## src/stc_ram.sv

```systemverilog
// ----------------------------------------------------------------------------
// stc_ram
// Generic single write port RAM with one registered read port.
// ----------------------------------------------------------------------------
module stc_ram #(
  parameter int unsigned WIDTH = 16,
  parameter int unsigned DEPTH = 128
) (
  input  logic                     clk_i,
  input  logic                     we_i,
  input  logic [$clog2(DEPTH)-1:0] waddr_i,
  input  logic [WIDTH-1:0]         wdata_i,
  input  logic                     re_i,
  input  logic [$clog2(DEPTH)-1:0] raddr_i,
  output logic [WIDTH-1:0]         rdata_o
);

  logic [WIDTH-1:0] mem_q [DEPTH];
  logic [WIDTH-1:0] rdata_q;

  always_ff @(posedge clk_i) begin
    if (we_i) begin
      mem_q[waddr_i] <= wdata_i;
    end
    if (re_i) begin
      rdata_q <= mem_q[raddr_i];
    end
  end

  assign rdata_o = rdata_q;

endmodule

```

## config.mk

```make
export PLATFORM = sky130hd
export DESIGN_NAME = stc_ram
export DESIGN_NICKNAME = d
export VERILOG_FILES = /design/src/stc_ram.sv
export SDC_FILE = /design/constraint.sdc
export NUM_CORES = 2
export LEC_CHECK = 0
export BUFFER_PORTS_ARGS = -buffer_cell sky130_fd_sc_hd__buf_2
export CORE_ASPECT_RATIO = 0.6
export CORE_MARGIN = 2
export CORE_UTILIZATION = 63
export DETAILED_ROUTE_END_ITERATION = 6
export PLACE_DENSITY = 0.82
export SLEW_MARGIN = 15
export SYNTH_ARGS = -nofsm -noshare
export SYNTH_HDL_FRONTEND = slang
export SYNTH_SLANG_ARGS = --single-unit
```

## constraint.sdc

```tcl
create_clock -name clk_i -period 4.23 [get_ports clk_i]
set_input_delay 0.846 -clock clk_i [delete_from_list [all_inputs] [get_ports clk_i]]
set_output_delay 0.846 -clock clk_i [all_outputs]
set_load 0.05 [all_outputs]
```

==> out/qor.txt <==
slew margin rel.: 0.153
cell mode on critical path: mux4_2
final setup TNS: 0 ps
RSZ-0062 raised after global routing: false
outcome: complete, but fails checks
Synth Register Bits: 2064
R2R Path Start: mem_q[93][2]
layout cells sized above 1: 0.344
Total Die Area: 128000 µm²
worst-path maximum fanout: 34
Area Growth Syn to Fin: 12.0%
final WL: 218000 µm
most frequent cells in the layout: edfxtp_1 (2064), mux4_2 (672), buf_4 (209)
Net Sw Power: 8.80 mW
VDD IR max: 0.000476 V
part of the power in combinational logic: 0.057
Final Non-Filler Cells: 5203
Reg power frac: 0.557
wire per inst: 41.8 µm
Hold Path Class: in -> reg
H-tree depth: 4
Hold Path Sink: mem_q[81][4]
CP Launch Type: input pin
Netlist cell types: 16
PwrDens: 461 nW/µm²
Post-CTS Setup Bufs: 0
Reg2Reg Setup Slack: 1340 ps
I/O Buffers: 48
crit path time final: 3260 ps
Leak: 27.3 nW
critical path's slowest cell: mux4_2
clock skew: 37.8 ps
failing checks: DRC
Core Box Area: 124000 µm²
share of the core filled with cells: 0.710
hold depth: 1
GRT Residual Overflow: 0
clk buf depth: 3
remaining antenna violation count: 0
DRT Pass-1 Iters: 7
initial core utilization: 0.635
Critical Path RT: 4780 ps
crit end category: flop
Syn Nets: 3119
CP arrival: 3810 ps
Die X: 460 µm
hpwl dp: 115000 µm
CP Cell Sequence: buf_8 -> buf_12 -> buf_12 -> mux4_2 -> mux4_2 -> mux4_2 -> mux2_2
Hold Vio Cnt, Final: 0
Rows: 100
Pins Over Slew Limit: 0
synthesized area: 78700 µm²
post-synthesis cell count: 3086
clock latency on the worst-skew pair: 810 ps
Power, Total: 40.6 mW
final worst-path cycle share: 0.771
boundary pin count: 49
Post-Place Cells: 4884
Sw Ratio: 0.217
vias in the first global route: 38600
Die Ht: 278 µm
via count: 38600
TritonCTS clock tree: done
CP Class: in -> reg
vias per std cell: 7.41
Synth Area per Inst: 25.5 µm²
first-pass GRT wire length: 304000 µm
# DRC: 1
Hold Startpoint: wdata_i[4]
commonest non-fill, non-tap cell in the layout: edfxtp_1
yosys warns: 0
antenna violations before repair: 21
max cap viols: 0
clk sinks: 2064
Clk pwr share: 0.386
cts bufs inserted: 170
register area share after synthesis: 0.788
Root Driver: clkbuf_16
pin count of the biggest net entering global routing: 112
GRT Total Usage: 0.349
Max Fclk: 0.307 GHz
Final Setup Violations: 0
GP Congestion: 0.908
Int Pwr: 31.8 mW
DRC violation total after the first TritonRoute iteration: 7604
Worst R2R Path Depth: 4
terminus of the critical flop-to-flop path: rdata_o[2]
actual slew at the worst max-slew pin: 1270 ps
CP peak stage delay: 650 ps
clock-pin slew on the worst setup and hold paths: 60 ps
Post-CTS Hold Buffers: 0
cts repair resizes: 0
Final nets: 3409
-- area by class of cell --
type / instances / area (µm²)
antenna: 6 / 15.0
clock buffer: 211 / 4580
clock inverter: 99 / 768
fill: 6476 / 35900
multi-input combinational: 858 / 16100
sequential: 2064 / 62000
tap: 1683 / 2110
timing repair buffer: 282 / 2580
-- worst max-delay path, delay by kind of cell --
family | cells | cell delay (ps)
buf+inv | 3 | 760
mux | 4 | 2160
-- how the worst max path moves through the flow --
stage               startpoint           to  slack (ps)  cells after the start
floorplan           raddr_i[0]   rdata_o[0]         750                      6
global placement    raddr_i[0]   rdata_o[1]         260                      7
detailed placement  raddr_i[0]   rdata_o[1]         230                      7
CTS                 raddr_i[0]   rdata_o[2]        1020                      7
global route        raddr_i[0]   rdata_o[2]         900                      7
finish              raddr_i[0]  rdata_o[12]         970                      7
-- metal layers --
metal,wire [µm],vias to the layer above,track usage
met5,100,-,0
met4,9890,16,0.138
met3,36000,672,0.124
met2,100000,3793,0.518
met1,71100,20100,0.485
li1,-,14000,-
-- sequential cells by signal, indices dropped and copies added, names as in the netlist --
name     count
mem_q     2048
rdata_o     16
-- power by group through the flow --
stage	registers [mW]	logic, mW	clock network [mW]
after floorplan	23.1	1.11	0
after global placement	23.1	2.09	0
after detailed placement	23.1	2.17	0
after CTS	22.6	2.25	15.8
after global routing	22.6	2.37	16.4
final	22.6	2.32	15.7
-- synthesized netlist by cell type --
master	number	share of area
nand3_1	12	0.00076
nor2_1	122	0.0058
nand2b_1	2	0.00016
buf_2	52	0.0033
or3_1	1	0.000080
edfxtp_1	2064	0.79
mux2_2	16	0.0023
nor3_1	9	0.00057
clkbuf_1	82	0.0039
buf_1	28	0.0013
nand2_1	14	0.00067
nor2b_1	7	0.00056
buf_6	1	0.00014
buf_4	1	0.000095
mux4_2	672	0.19
nand4_1	3	0.00024
-- logic make-up after synthesis --
group / Yosys count / synth area share
multiplexers: 688 / 0.195
buffers and inverters: 164 / 0.00879
flip-flops: 2064 / 0.788
AND/OR/NAND/NOR: 170 / 0.00886
-- through the flow --
| stage | hold slack, ps | setup WS, ps | cell area (µm²) |
|---|---|---|---|
| after floorplan | 945 | 750 | 78700 |
| after global placement | 1190 | 265 | 82600 |
| after detailed placement | 1190 | 234 | 82600 |
| after CTS | 529 | 1020 | 88000 |
| after global routing | 482 | 899 | 88100 |
| final | 478 | 970 | 88100 |
(Power assumes the default switching activity.)
